$ cat src/design/psu_pkg.sv
// ----------------------------------------------------------------------------
// psu_pkg
// Shared types, constants and tables for the pendulum swing-up step core.
// ----------------------------------------------------------------------------
package psu_pkg;

  localparam int FRAC_BITS = 24;
  localparam int Q30_SHIFT = 30 - FRAC_BITS;

  // Q2.30 constants, rounded half up to the working format
  localparam longint PI_Q30      = 64'sd3373259426;
  localparam longint HALF_PI_Q30 = PI_Q30 / 2;
  localparam longint CORDIC_K    = 64'sd652032874;
  localparam longint PI_F        = (PI_Q30 + (64'sd1 <<< (Q30_SHIFT - 1))) >>> Q30_SHIFT;
  localparam longint FIVE_PI_F   = (5 * PI_Q30 + (64'sd1 <<< (Q30_SHIFT - 1))) >>> Q30_SHIFT;
  localparam longint TWO_PI_F    = 2 * PI_F;
  localparam longint ONE_F       = 64'sd1 <<< FRAC_BITS;
  localparam longint ROT_MAX     = 64'sd549755813887;

  localparam int CORDIC_W     = 34;
  localparam int CORDIC_ITERS = 30;
  localparam int ITER_W       = $clog2(CORDIC_ITERS);

  // angle reduction: subtract 2*pi scaled by 2^k, k from WRAP_TOP down to 0
  localparam int WRAP_TOP = 5;
  localparam int WRAP_W   = 36;
  localparam int WRAP_K_W = $clog2(WRAP_TOP + 1);

  typedef logic signed [26:0]         angle_t;
  typedef logic signed [31:0]         vel_t;
  typedef logic signed [25:0]         trig_t;
  typedef logic signed [CORDIC_W-1:0] cordic_t;

  // configuration register indexes
  typedef enum logic [2:0] {
    REG_STEP_TIME, REG_GRAVITY_GAIN, REG_TORQUE_MAX, REG_VELOCITY_MAX,
    REG_UP_RANGE, REG_USE_OVER_ROT, REG_OVER_ROT_LIMIT
  } reg_idx_t;

  // torque actions
  localparam logic [1:0] ACT_NEG = 2'd0;
  localparam logic [1:0] ACT_POS = 2'd2;

  // result packing in out_tdata
  localparam int OUT_ANGLE_LSB  = 0;
  localparam int OUT_VEL_LSB    = 27;
  localparam int OUT_REWARD_LSB = 59;
  localparam int OUT_ABSORB_LSB = 85;
  localparam int OUT_UP_LSB     = 86;
  localparam int OUT_W          = 104;

  function automatic cordic_t atan_q30(input logic [ITER_W-1:0] i);
    cordic_t r;
    case (i)
      5'd0:    r = 34'sd843314857;
      5'd1:    r = 34'sd497837829;
      5'd2:    r = 34'sd263043837;
      5'd3:    r = 34'sd133525159;
      5'd4:    r = 34'sd67021687;
      5'd5:    r = 34'sd33543516;
      5'd6:    r = 34'sd16775851;
      5'd7:    r = 34'sd8388437;
      5'd8:    r = 34'sd4194283;
      5'd9:    r = 34'sd2097149;
      default: r = cordic_t'(34'sd1 <<< (30 - i));
    endcase
    return r;
  endfunction

endpackage

$ cat src/design/psu_mul.sv
// ----------------------------------------------------------------------------
// psu_mul
// Shared signed multiplier with a registered product.
// ----------------------------------------------------------------------------
module psu_mul
  import psu_pkg::*;
(
  input  logic                clk,
  input  logic signed [31:0]  a,
  input  logic signed [25:0]  b,
  output logic signed [57:0]  p_r
);

  logic signed [57:0] p_nxt;

  assign p_nxt = 58'(a) * 58'(b);

  always_ff @(posedge clk) begin
    p_r <= p_nxt;
  end

endmodule

$ cat config.mk
export PLATFORM = sky130hd
export DESIGN_NAME = psu_mul
export DESIGN_NICKNAME = d
export VERILOG_FILES = /design/src/design/psu_pkg.sv /design/src/design/psu_mul.sv
export SDC_FILE = /design/constraint.sdc
export NUM_CORES = 2
export LEC_CHECK = 0
export BUFFER_PORTS_ARGS = -buffer_cell sky130_fd_sc_hd__buf_2
export CORE_ASPECT_RATIO = 0.8
export CORE_MARGIN = 5
export CORE_UTILIZATION = 30
export DETAILED_ROUTE_END_ITERATION = 12
export HOLD_SLACK_MARGIN = 0.05
export PLACE_DENSITY_LB_ADDON = 0.05
export SYNTH_ARGS = -nofsm -noshare
export SYNTH_HDL_FRONTEND = slang
export SYNTH_SLANG_ARGS = --single-unit
$ cat constraint.sdc
create_clock -name clk -period 11.45 [get_ports clk]
set_clock_uncertainty 0.1 [all_clocks]
set_input_delay 1.145 -clock clk [delete_from_list [all_inputs] [get_ports clk]]
set_output_delay 1.145 -clock clk [all_outputs]
set_load 0.02 [all_outputs]
# --- Word level (Yosys, flattened, before mapping) ---
# Cells that the tools add are included.
totals:
  register_bits: 58
  inputBits: 59
  out_inout_bits: 58
  word_cells: 2
classes:
  n_mul: 1
ops:
  columns: ["op", "count"]
  rows:
  - ["$mul A32 B26 Y58", 1]

# --- Longest topological paths before layout ---
depth:
  ltp_word: 1
  mapped_depth: 26

# --- Least setup slack after synthesis ---
# OpenSTA, ideal clock, no wires.
synth_path:
  path_type: "input -> register"
  startpoint: "input b[2]"
  endpoint: "register p_r[50]"
  arrival_ns: 7.916
  path_slack_ns: 3.341
  cell_stages: 23
  n_path_buf: 1
  cell_sequence: "clkbuf_1 nand2_1 inv_1 fa_1 fa_1 inv_1 fa_1 inv_1 fa_1 fa_1 fa_1 inv_1 fa_1 inv_1 ha_1 a21o_1 a221o_1 a21oi_1 and2b_2 or4b_1 or2_2 a311o_2 o311ai_2"
synth_between:
  elab_chain_cells: 1
synth_rtl:
  columns: ["item", "line_no", "source"]
  rows:
  - ["start: declaration", "psu_mul.sv:10", "input logic signed [25:0] b,"]
  - ["$mul A32 B26 Y58", "psu_mul.sv:16", "assign p_nxt = 58'(a) * 58'(b);"]
  - ["net p_nxt[50]", "psu_mul.sv:14", "logic signed [57:0] p_nxt;"]
  - ["end signal: assignment", "psu_mul.sv:19", "p_r <= p_nxt;"]
  - ["end: declaration", "psu_mul.sv:11", "output logic signed [57:0] p_r"]
# The timed path passes the listed nets, and every way through them passes these cells.

# --- Final worst setup path ---
layout_path:
  startpoint: "input b[25]"
  endpoint: "register p_r[53]"
# Same word-level chain as after synthesis.

==> impl_results.md <==
- Sequential element share of the synthesized area: 3.824%
- Top Registers: p_r (58)
- Mapped Cells: 3255
- Worst Setup EP: p_r[53]
- Synth-to-layout area growth: 7.169%
- Initial DRC Count: approximately 1300
- Drt pass-1 iters: 7
- # nets final: 4333
- Die width: 365.7 um
- RSZ-0062 raised after global routing: no
- Synth top area share: 56.30%
- Post-DP HPWL: 84990 um
- Yosys reg bits: 58
- Status: finished, final reports clean
- Mapped Area: a little over 0.03 sq mm
- Async set or reset register ratio after synthesis: 0%
- CP required: 11650 ps
- Post-Route WL: 102700 um
- # setup viols final: 0
- Routed WL per cell: 22.34 um
- Via count: approximately 21000
- Starting density of the core: between 30% and 40%
- Synth area leader: fa_1
- Gp weighted congestion: 0.8347
- Max-Cap Viols: 0
- Vias in the first global route: around 24000
- Syn. warnings: 0
- Largest fanout on the critical path: 18
- Die span in y: just under 300 um
- M1 GR Usage: 29.36%
- Min-delay worst type: in2reg
- DRC viols: 0
- Share of cells above drive strength 1: 5.634%
- GRT overflow: 0
- GR Util met2: between 30% and 40%
- Postcts setup bufs: 0
- Data arrival, critical path: 10130 ps
- Core Rows: 104
- First-pass GRT wire length: 159600 um
- Clk pin slew, worst setup/hold paths: around 80 ps
- Largest cells by area after synthesis: fa_1 (56%), inv_1 (10%), and2_1 (7.1%)
- Clk sinks: 58
- Non-Filler Instances: 4597
- Largest register FFs: slightly below 60
- Placed Cells incl. Taps: 4576
- Worst Tran Pin Value: ~1000 ps
- Final hold violations: 0
- Io pins: 117
- Crit end category: flip-flop
- Grt peak-use layer: met2
- Dominant synthesized flop cell: dfxtp_1
- DRT antenna net count: 0
- Clock Path Buffers: 2
- Vias per std cell: 4.595
- Minimum clock period: just under 10000 ps
- EDFF count, synth: 0
- CORE AREA: 0.1006 sq mm
- Rel. slew slack: 30.76%
- Max-slew violation count: 0
- CTS root buf: clkbuf_16
- Die Area: ~0.11 sq mm
- Synth unique cells: 70
- Post_cts resized: 0
- Antenna violations before repair: 15
- Syn avg cell area: 9.329 sq um
- CTS tree: done
- Worst Setup Path Type: in2reg
- CTS H-tree depth: 3
- Hold buffer count at cts: 0
- CP Launch Type: input pin
- Setup_tns: 0 ps
- Largest Register: p_r
- Synthesized Nets: roughly 4300
- Largest net degree at the start of global routing: 33
- Port Buf Inserts: 116
- Worst Setup SP: b[25]
- Gr usage total: 19.93%
- GRT met3 Usage: 2.844%
- Cts bufs inserted: 9
- Fmax: 100.7 MHz
- Fin crit share: 86.71%
kinds of logic after synthesis:
family | count (synthesis) | share of synthesized area (%)
fa+ha+maj | 1012 | 62.81
compound gates | 174 | 3.770
xor+xnor | 59 | 1.702
flops | 58 | 3.824
buf+inv | 981 | 12.39
simple gates | 971 | 15.50
worst max-delay path, cell delays in order:
cell and delay, ps:
buf_2 200, clkinv_1 660, buf_4 440, nor2_1 140, fa_1 480, fa_1 560, fa_1 490, fa_1 590
fa_1 450, fa_1 510, inv_1 60, fa_1 480, inv_1 40, ha_1 360, nand2_1 170, or3_1 470
nor3_1 820, o2111ai_1 770, a21bo_2 440, a211oi_1 470, o21ai_0 140, a211oi_1 230
cell type report:
cell class,instances,area (sq um)
fillers,10560,68040
clock inverters,2,60.06
clock buffers,13,260.3
repair buffers,152,850.8
flip-flops and latches,58,1161
multi-input cells,2216,25440
diodes,6,15.01
inverters,825,3097
well taps,1325,1658
through the flow:
step                utilization [%]  setup WS (ps)  hold slack, ps  cell area, sq um
detailed placement            32.02           1240            1463             32210
global placement              32.02           1346            1462             32210
global route                  32.34           1063            1125             32530
CTS                           32.34           1639            1093             32530
floorplan                         -           3341            1167             30370
finish                        32.35           1522            1129             32540
cells in the final DEF, fill, tap and decap left out, types with 6 or more instances in the layout:
cell type / instances
o21ai_0: 33
nor3_1: 8
diode_2: 6
o21bai_1: 12
xnor2_1: 41
buf_4: 36
a21oi_1: 62
clkbuf_16: 9
and3_1: 6
a21o_1: 15
inv_1: 824
nor2_1: 51
xor2_1: 18
nand3_1: 14
and2_1: 346
fa_1: 854
or3_1: 6
nand2_1: 498
dfxtp_1: 58
ha_1: 158
nand4_1: 7
o31ai_1: 6
a211oi_1: 9
buf_2: 116
nand2b_1: 12
layer usage:
layer / vias to the layer above / routed length [um]
li1: 9299 / -
met1: 11330 / 50190
met2: 426 / 46330
met3: 71 / 4514
met4: 2 / 1667
met5: - / 7
synth_stat cells, drive strengths merged, types with 2 or more instances:
| cell | instances |
|---|---|
| a2111oi | 2 |
| a211o | 2 |
| a211oi | 9 |
| a21o | 17 |
| a21oi | 62 |
| a221oi | 2 |
| a31oi | 3 |
| and2 | 346 |
| and2b | 2 |
| and3 | 7 |
| and4 | 2 |
| buf | 7 |
| clkbuf | 146 |
| dfxtp | 58 |
| fa | 854 |
| ha | 158 |
| inv | 824 |
| nand2 | 498 |
| nand2b | 12 |
| nand3 | 14 |
| nand4 | 8 |
| nor2 | 51 |
| nor2b | 5 |
| nor3 | 8 |
| nor4 | 2 |
| o2111ai | 3 |
| o211ai | 3 |
| o21a | 4 |
| o21ai | 35 |
| o21bai | 12 |
| o311ai | 4 |
| o31ai | 6 |
| or2 | 2 |
| or3 | 7 |
| xnor2 | 41 |
| xor2 | 18 |
how the worst min path moves through the flow:
stage	depth (start not counted)	to	startpoint
final	2	p_r[0]	b[0]
after floorplan	1	p_r[0]	b[0]
after global routing	2	p_r[0]	b[0]
after global placement	1	p_r[5]	p_r[5]
after detailed placement	1	p_r[35]	p_r[35]
after CTS	2	p_r[0]	b[0]
Power is left out: the tool's default activity adds up to more than one toggle a clock period on the data nets, which glitch-free logic cannot reach.
