**src/design/psu_pkg.sv**
```systemverilog
// ----------------------------------------------------------------------------
// psu_pkg
// Shared types, constants and tables for the pendulum swing-up step core.
// ----------------------------------------------------------------------------
package psu_pkg;

  localparam int FRAC_BITS = 24;
  localparam int Q30_SHIFT = 30 - FRAC_BITS;

  // Q2.30 constants, rounded half up to the working format
  localparam longint PI_Q30      = 64'sd3373259426;
  localparam longint HALF_PI_Q30 = PI_Q30 / 2;
  localparam longint CORDIC_K    = 64'sd652032874;
  localparam longint PI_F        = (PI_Q30 + (64'sd1 <<< (Q30_SHIFT - 1))) >>> Q30_SHIFT;
  localparam longint FIVE_PI_F   = (5 * PI_Q30 + (64'sd1 <<< (Q30_SHIFT - 1))) >>> Q30_SHIFT;
  localparam longint TWO_PI_F    = 2 * PI_F;
  localparam longint ONE_F       = 64'sd1 <<< FRAC_BITS;
  localparam longint ROT_MAX     = 64'sd549755813887;

  localparam int CORDIC_W     = 34;
  localparam int CORDIC_ITERS = 30;
  localparam int ITER_W       = $clog2(CORDIC_ITERS);

  // angle reduction: subtract 2*pi scaled by 2^k, k from WRAP_TOP down to 0
  localparam int WRAP_TOP = 5;
  localparam int WRAP_W   = 36;
  localparam int WRAP_K_W = $clog2(WRAP_TOP + 1);

  typedef logic signed [26:0]         angle_t;
  typedef logic signed [31:0]         vel_t;
  typedef logic signed [25:0]         trig_t;
  typedef logic signed [CORDIC_W-1:0] cordic_t;

  // configuration register indexes
  typedef enum logic [2:0] {
    REG_STEP_TIME, REG_GRAVITY_GAIN, REG_TORQUE_MAX, REG_VELOCITY_MAX,
    REG_UP_RANGE, REG_USE_OVER_ROT, REG_OVER_ROT_LIMIT
  } reg_idx_t;

  // torque actions
  localparam logic [1:0] ACT_NEG = 2'd0;
  localparam logic [1:0] ACT_POS = 2'd2;

  // result packing in out_tdata
  localparam int OUT_ANGLE_LSB  = 0;
  localparam int OUT_VEL_LSB    = 27;
  localparam int OUT_REWARD_LSB = 59;
  localparam int OUT_ABSORB_LSB = 85;
  localparam int OUT_UP_LSB     = 86;
  localparam int OUT_W          = 104;

  function automatic cordic_t atan_q30(input logic [ITER_W-1:0] i);
    cordic_t r;
    case (i)
      5'd0:    r = 34'sd843314857;
      5'd1:    r = 34'sd497837829;
      5'd2:    r = 34'sd263043837;
      5'd3:    r = 34'sd133525159;
      5'd4:    r = 34'sd67021687;
      5'd5:    r = 34'sd33543516;
      5'd6:    r = 34'sd16775851;
      5'd7:    r = 34'sd8388437;
      5'd8:    r = 34'sd4194283;
      5'd9:    r = 34'sd2097149;
      default: r = cordic_t'(34'sd1 <<< (30 - i));
    endcase
    return r;
  endfunction

endpackage

```
**src/design/psu_cordic.sv**
```systemverilog
// ----------------------------------------------------------------------------
// psu_cordic
// Rotation-mode CORDIC, one iteration per cycle, sine and cosine in Q.F.
// ----------------------------------------------------------------------------
module psu_cordic
  import psu_pkg::*;
(
  input  logic   clk,
  input  logic   rst_n,
  input  logic   start,
  input  angle_t angle,
  output logic   done_r,
  output trig_t  sin_r,
  output trig_t  cos_r
);

  typedef enum logic [1:0] {C_IDLE, C_RUN, C_POST} cstate_t;

  cstate_t             state_r, state_nxt;
  cordic_t             x_r, y_r, z_r, x_nxt, y_nxt, z_nxt;
  logic                neg_r, neg_nxt, done_nxt;
  logic [ITER_W-1:0]   i_r, i_nxt;
  trig_t               sin_nxt, cos_nxt;
  cordic_t             z0, dx, dy, xs, ys, xf, yf;

  function automatic trig_t clamp_one(input cordic_t v);
    trig_t r;
    if (v > cordic_t'(ONE_F))       r = trig_t'(ONE_F);
    else if (v < -cordic_t'(ONE_F)) r = -trig_t'(ONE_F);
    else                            r = trig_t'(v);
    return r;
  endfunction

  always_comb begin
    state_nxt = state_r;
    x_nxt = x_r; y_nxt = y_r; z_nxt = z_r;
    neg_nxt = neg_r; i_nxt = i_r;
    done_nxt = 1'b0;
    sin_nxt = sin_r; cos_nxt = cos_r;
    z0 = cordic_t'(angle) <<< Q30_SHIFT;
    dx = y_r >>> i_r;
    dy = x_r >>> i_r;
    xs = neg_r ? -x_r : x_r;
    ys = neg_r ? -y_r : y_r;
    xf = (xs + cordic_t'(64'sd1 <<< (Q30_SHIFT - 1))) >>> Q30_SHIFT;
    yf = (ys + cordic_t'(64'sd1 <<< (Q30_SHIFT - 1))) >>> Q30_SHIFT;
    unique case (state_r)
      C_IDLE: begin
        if (start) begin
          x_nxt = cordic_t'(CORDIC_K);
          y_nxt = '0;
          i_nxt = '0;
          // fold into [-pi/2, pi/2], negate at the end
          if (z0 > cordic_t'(HALF_PI_Q30)) begin
            z_nxt = z0 - cordic_t'(PI_Q30); neg_nxt = 1'b1;
          end else if (z0 < -cordic_t'(HALF_PI_Q30)) begin
            z_nxt = z0 + cordic_t'(PI_Q30); neg_nxt = 1'b1;
          end else begin
            z_nxt = z0; neg_nxt = 1'b0;
          end
          state_nxt = C_RUN;
        end
      end
      C_RUN: begin
        if (!z_r[CORDIC_W-1]) begin
          x_nxt = x_r - dx; y_nxt = y_r + dy; z_nxt = z_r - atan_q30(i_r);
        end else begin
          x_nxt = x_r + dx; y_nxt = y_r - dy; z_nxt = z_r + atan_q30(i_r);
        end
        i_nxt = i_r + 1'b1;
        if (i_r == ITER_W'(CORDIC_ITERS - 1)) state_nxt = C_POST;
      end
      C_POST: begin
        cos_nxt   = clamp_one(xf);
        sin_nxt   = clamp_one(yf);
        done_nxt  = 1'b1;
        state_nxt = C_IDLE;
      end
      default: state_nxt = C_IDLE;
    endcase
  end

  always_ff @(posedge clk) begin
    if (!rst_n) begin
      state_r <= C_IDLE;
      done_r  <= 1'b0;
    end else begin
      state_r <= state_nxt;
      done_r  <= done_nxt;
    end
    x_r <= x_nxt; y_r <= y_nxt; z_r <= z_nxt;
    neg_r <= neg_nxt; i_r <= i_nxt;
    sin_r <= sin_nxt; cos_r <= cos_nxt;
  end

endmodule

```
**config.mk**
```make
export PLATFORM = sky130hd
export DESIGN_NAME = psu_cordic
export DESIGN_NICKNAME = d
export VERILOG_FILES = /design/src/design/psu_pkg.sv /design/src/design/psu_cordic.sv
export SDC_FILE = /design/constraint.sdc
export NUM_CORES = 1
export LEC_CHECK = 0
export BUFFER_PORTS_ARGS = -buffer_cell sky130_fd_sc_hd__buf_2
export CAP_MARGIN = 20
export CORE_UTILIZATION = 55
export CTS_BUF_LIST = sky130_fd_sc_hd__clkbuf_2
export DETAILED_ROUTE_END_ITERATION = 10
export PLACE_DENSITY = 0.72
export SLEW_MARGIN = 10
export SYNTH_ARGS = -nofsm -noshare
export SYNTH_HDL_FRONTEND = slang
export SYNTH_SLANG_ARGS = --single-unit
```
**constraint.sdc**
```tcl
create_clock -name clk -period 8.8 [get_ports clk]
set_clock_uncertainty 0.15 [all_clocks]
set_input_delay 1.32 -clock clk [delete_from_list [all_inputs] [get_ports clk]]
set_output_delay 1.32 -clock clk [all_outputs]
set_load 0.01 [all_outputs]
```
After elaboration in Yosys (flattened, before gate mapping):

Index checks and enable logic that the tools add are counted.

* bits in registers: 163
* latch bits: 0
* memory bits (writable): 0
* ROM bits: 0
* bits of input ports: 30
* output and inout bits: 53
* word-level logic and storage cells: 83
* memories: 0

* $add $sub $neg: 14
* $mul: 0
* div/mod/pow operators: 0
* $lt $le $gt $ge: 6
* eq/ne operators: 14
* shift operators: 3
* multiplexer cells: 27
* bitwise logic cells: 0
* reduce and logical (&&, ||, !) cells: 8

Operator list (number)
* $mux W34: 14
* $pmux W34 S10: 1
* $pmux W34 S2: 3
* $add A34 B34 Y34: 3
* $sub A34 B34 Y34: 3
* $add A34 B7 Y34 const B: 2
* $neg A34 Y34: 2
* $sshr A34 B5 Y34: 2
* $gt A28 B26 Y1 const B: 2
* $lt A28 B25 Y1 const B: 2
* $mux W26: 2
* $add A33 B33 Y34 const B: 1
* $sshl A2 B32 Y34 const A: 1
* $sub A33 B33 Y34 const B: 1
* $gt A33 B32 Y1 const B: 1
* $lt A33 B32 Y1 const B: 1
* $eq A5 B3 Y1 const B: 4
* $eq A5 B2 Y1 const B: 2
* $eq A5 B4 Y1 const B: 2
* $pmux W5 S2: 1
* $reduce_and A2 Y1: 3
* $sub A5 B5 Y6 const A: 1
* $add A5 B1 Y5 const B: 1
* $eq A5 B1 Y1 const B: 1
* other kinds (12): 16

Longest topological paths before layout:

* word-level depth: 8
* mapped depth: 31

Least setup slack after synthesis:

No wires, ideal clock.

* path type: flip-flop to flip-flop
* start point: reg i_r[0]
* end point: reg z_r[30] (data pin)
* library setup time: 267 ps
* arrival: 6210 ps
* slack: 2173 ps
* stages on the path, launching flop included: 29
* path buffers: 6
* period minus slack after synthesis: 6627 ps
* path through: edfxtp_1 > buf_6 > buf_6 > buf_4 > buf_6 > buf_4 > inv_1 > ha_1 > clkbuf_1 > nor2_1 > o22a_1 > nand3_1 > a2111oi_0 > nand2_1 > o22a_1 > a31o_2 > xnor2_1 > ha_1 > nand4_1 > nor2_1 > nand2_1 > or4b_2 > o211ai_1 > a211o_1 > a2bb2oi_1 > a211o_1 > a21oi_1 > xor2_1 > o21ai_0

* longest elaborated chain between the ends: 8

RTL lines
* from (decl): RTL line psu_cordic.sv:22 `logic [ITER_W-1:0] i_r, i_nxt;`
* from (signal assigned): RTL line psu_cordic.sv:92 `neg_r <= neg_nxt; i_r <= i_nxt;`
* $sub A5 B5 Y6: RTL line psu_pkg.sv:65 `default: r = cordic_t'(34'sd1 <<< (30 - i));`
* $sshl A2 B32 Y34: RTL line psu_pkg.sv:65
* $pmux W34 S10 *: RTL line psu_pkg.sv:54 `case (i)`
* $mux W34: RTL line psu_cordic.sv:65 `if (!z_r[CORDIC_W-1]) begin`
* $mux W34: RTL line psu_cordic.sv:47 `unique case (state_r)`
* $sub A34 B34 Y34 / $add A34 B34 Y34 (equally long branches): RTL line psu_cordic.sv:66, psu_cordic.sv:68
* $mux W34 *: RTL line psu_cordic.sv:65
* $pmux W34 S2 *: RTL line psu_cordic.sv:47
* net z_nxt[30]: RTL line psu_cordic.sv:20 `cordic_t x_r, y_r, z_r, x_nxt, y_nxt, z_nxt;`
* to (signal assigned): RTL line psu_cordic.sv:91 `x_r <= x_nxt; y_r <= y_nxt; z_r <= z_nxt;`
* to (decl): RTL line psu_cordic.sv:20

The timed path passes the listed nets; every way through them passes the cells marked *. The select of a mux whose other input is x is not followed.
A chain may end at the register's enable or synchronous reset.

Worst setup path in the final report:

* start point: reg i_r[1]
* end point: reg y_r[33] (data pin)

* longest elaborated chain between the ends: 4

RTL lines
* $sshr A34 B5 Y34 *: RTL line psu_cordic.sv:42 `dy = x_r >>> i_r;`
* $add A34 B34 Y34 / $sub A34 B34 Y34 (equally long branches): RTL line psu_cordic.sv:66, psu_cordic.sv:68
* $mux W34 *: RTL line psu_cordic.sv:65
* $pmux W34 S2 *: RTL line psu_cordic.sv:47
* to (signal assigned): RTL line psu_cordic.sv:91
* to (decl): RTL line psu_cordic.sv:20

Mark *: on every way between the ends. The rest lies on a longest branch, timed or not.

==> flow_summary.yaml <==
status:
  status: "complete, no violations"
global_route:
  grt_max_degree: 85
  gr-usage-all-layers_pct: 32.9
  grt_antenna_before_repair: 1
  grt_pass1_vias: 20446
  grt_pass1_wl_um: 109000
  grt_overflow: 0
die:
  fp.dieH_um: 205
  coreArea_mm2: 0.0407
  die-area_mm2: 0.0421
  die_w_um: 205
  rows: 74
  num_io_pins: 83
  start_util_pct: 55.7
clock_network:
  numCtsBuffers: 17
  cts_buffer_depth: 2
  post_cts_buffers: 0
  cts_resized: 0
  clk_latency_ns: 0.99
  ctsHoldBuffers: 0
  cts_sinks: 163
  clk_pin_slew_ns: 0.26
  htree_levels: 4
  root_buffer: "clkbuf_2"
  cts_tree: "done"
timing:
  max_slew.worst_pin.slew_ns: 1.09
  finalCritPeriodShare_pct: 86.2
  finalHoldViolCount: 0
  finalSetupViolations: 0
  maxSlewViolCount: 0
  setup_tns_ns: 0
  rsz0062_at_grt: "false"
  slew-limit-headroom_pct: 27.4
  max_freq_mhz: 132
  period_needed_ns: 7.59
finish:
  fillers: 3741
  drive_above_1_share_pct: 12.5
  layout.nets: 2801
  synthToLayoutAreaGrowth_pct: 3.10
  multiInputGateArea_mm2: 0.0167
  design_area_mm2: 0.0234
  register_area_mm2: 0.00486
worst_setup_path:
  r2r-start: "i_r[1]"
  cp.required_ns: 9.36
  cp-start-kind: "register"
  startpoint: "i_r[1]"
  ff2ff_setup_slack_ns: 1.21
  cp.arrival_ns: 8.15
  crit_fanout: 19
  path_class: "register to register"
  cp-end-kind: "register"
logic_synthesis:
  synth_top_family_by_area: "compound AO/OA/AOI/OAI gates"
  ys_seq_area_share_pct: 21.4
  yosys.area_share.simple_pct: 20.8
  synth_compound_area_share_pct: 22.9
  synth_top_area_share_pct: 21.2
  synthArstFlopShare_pct: 0
  synth-xor-area-share_pct: 11.1
  yosysTopAreaCell: "edfxtp_1"
  synth-adder-area-share_pct: 6.49
  syn_nets: 2861
  synth_area_leaders: "edfxtp_1 (21%), mux4_2 (8.3%), xnor2_1 (6.6%)"
  synth_ff_type: "edfxtp_1"
  netlist_area_mm2: 0.0227
  synthDistinctLibCells: 106
  synthMuxAreaShare_pct: 12.2
  synth-seq-cells: 163
  synth_warnings: 0
  netlist_instances: 2715
  synth.avg_cell_area_um2: 8.36
  synth-edff-count: 160
pwr:
  power_density_mw_per_mm2: 363
  cellLeakagePower_nw: 8.75
  ir_drop_mv: 0.157
drt:
  finalWirelength_um: 68600
  first_iter_violations: 1929
  via_count: 21621
  dr.pass1.iters: 7
  viasPerCell: 6.75
  wire_per_inst_um: 21.4
  drc: 0
  antenna_left: 0
min_path:
  min-delay-start: "rst_n"
  hp-class: "input port to register"
placement:
  hpwl_um: 52100
  placed_cell_area_mm2: 0.0232
  routabilityCongestion: 1.02
  portBuffers: 82
flow_run:
  drv_cap: 0
where the power goes:
part	switching (mW)	internal [mW]	leakage, nW
sequential	0.572	1.15	1.54
clock	0.302	0.127	0.130
combinational	3.63	2.71	7.08
flip-flops by register name (all words and copies together), names as in the netlist:
register	cells
i_r	5
x_r	34
cos_r	26
state_r	2
y_r	34
z_r	34
sin_r	26
done_r	1
neg_r	1
worst max-delay path, stage by stage (launching register included):
cell and delay [ns]:
edfxtp_1 0.91, buf_4 0.40, mux4_2 0.61, mux4_2 0.53, nor4_1 0.27, a31oi_1 0.14, or4b_4 0.60, nor4b_2 0.43
and2_0 0.38, a21oi_1 0.13, xor2_1 0.16, ha_1 0.36, and3_1 0.20, a221oi_1 0.48, o21ai_0 0.32, a221o_1 0.42
a221oi_1 0.38, o21ai_0 0.21, xnor2_1 0.20, nor2_1 0.06
area by class of cell:
cell class	instances	share of cell area (%)
multi-input combinational	2288	71.5
antenna	2	0.0214
tap	532	2.84
clock buffer	19	0.406
inverter	74	1.19
timing repair buffer	111	2.77
clock inverter	13	0.503
sequential	163	20.8
synthesized netlist by cell type, types with 33 or more instances:
cell	instances
nand2b_1	39
a21oi_1	214
a31oi_1	52
ha_1	113
and2_1	38
or3_1	37
mux4_2	84
nor3_1	46
a211oi_1	33
nand2_1	229
a21o_1	55
mux2i_1	56
o21ai_0	160
clkbuf_1	123
xnor2_1	170
nor2_1	259
xor2_1	117
inv_1	71
nand3_1	60
edfxtp_1	160
and3_1	34
placed cells by master, fill, tap and decap left out, types with 27 or more instances in the layout:
cell type,n
nand2b_1,38
nand4_1,27
o21ai_0,160
xnor2_1,170
xor2_1,117
nor2_1,259
or3_1,37
and3_1,34
a31oi_1,52
a21oi_1,214
mux4_2,84
nand2_1,229
buf_2,82
a211oi_1,33
nor3_1,46
and2_1,38
mux2i_1,56
a21o_1,55
inv_1,70
ha_1,113
mux2_2,28
buf_4,27
edfxtp_1,160
o31ai_1,27
nand3_1,60
cells by family after synthesis:
logic type / count (synthesis)
xor gates and xnor gates: 288
adders and majority gates: 116
and+or+nand+nor: 926
AOI/OAI and AO/OA: 790
buffers and inverters: 264
muxes: 168
DFF: 163
final timing paths:
path / to / cells after the start
max: y_r[33] / 19
max reg2reg: y_r[33] / 19
min reg2reg: done_r / 2
min: state_r[0] / 2
stage by stage:
stage	setup slack (ns)	util [%]	hold WS, ns	std cells	power, mW
after global placement	1.41	56.9	0.484	3167	7.76
after CTS	1.15	57.4	0.381	3199	8.36
after floorplan	2.17	-	0.417	2715	6.49
after detailed placement	1.25	56.9	0.489	3167	7.89
final	1.21	57.4	0.465	3202	8.49
after global routing	0.735	57.4	0.392	3201	9.17
layer usage:
metal  share of wire, %  vias up  global-route usage [%]
met5                  0        -                       0
met3                7.9      195                    4.87
li1                   -    10091                       -
met4                3.9        0                    14.8
met2                 47     1052                    54.4
met1                 41    10283                    42.2
Note: power is estimated with default switching activity, not from simulation.
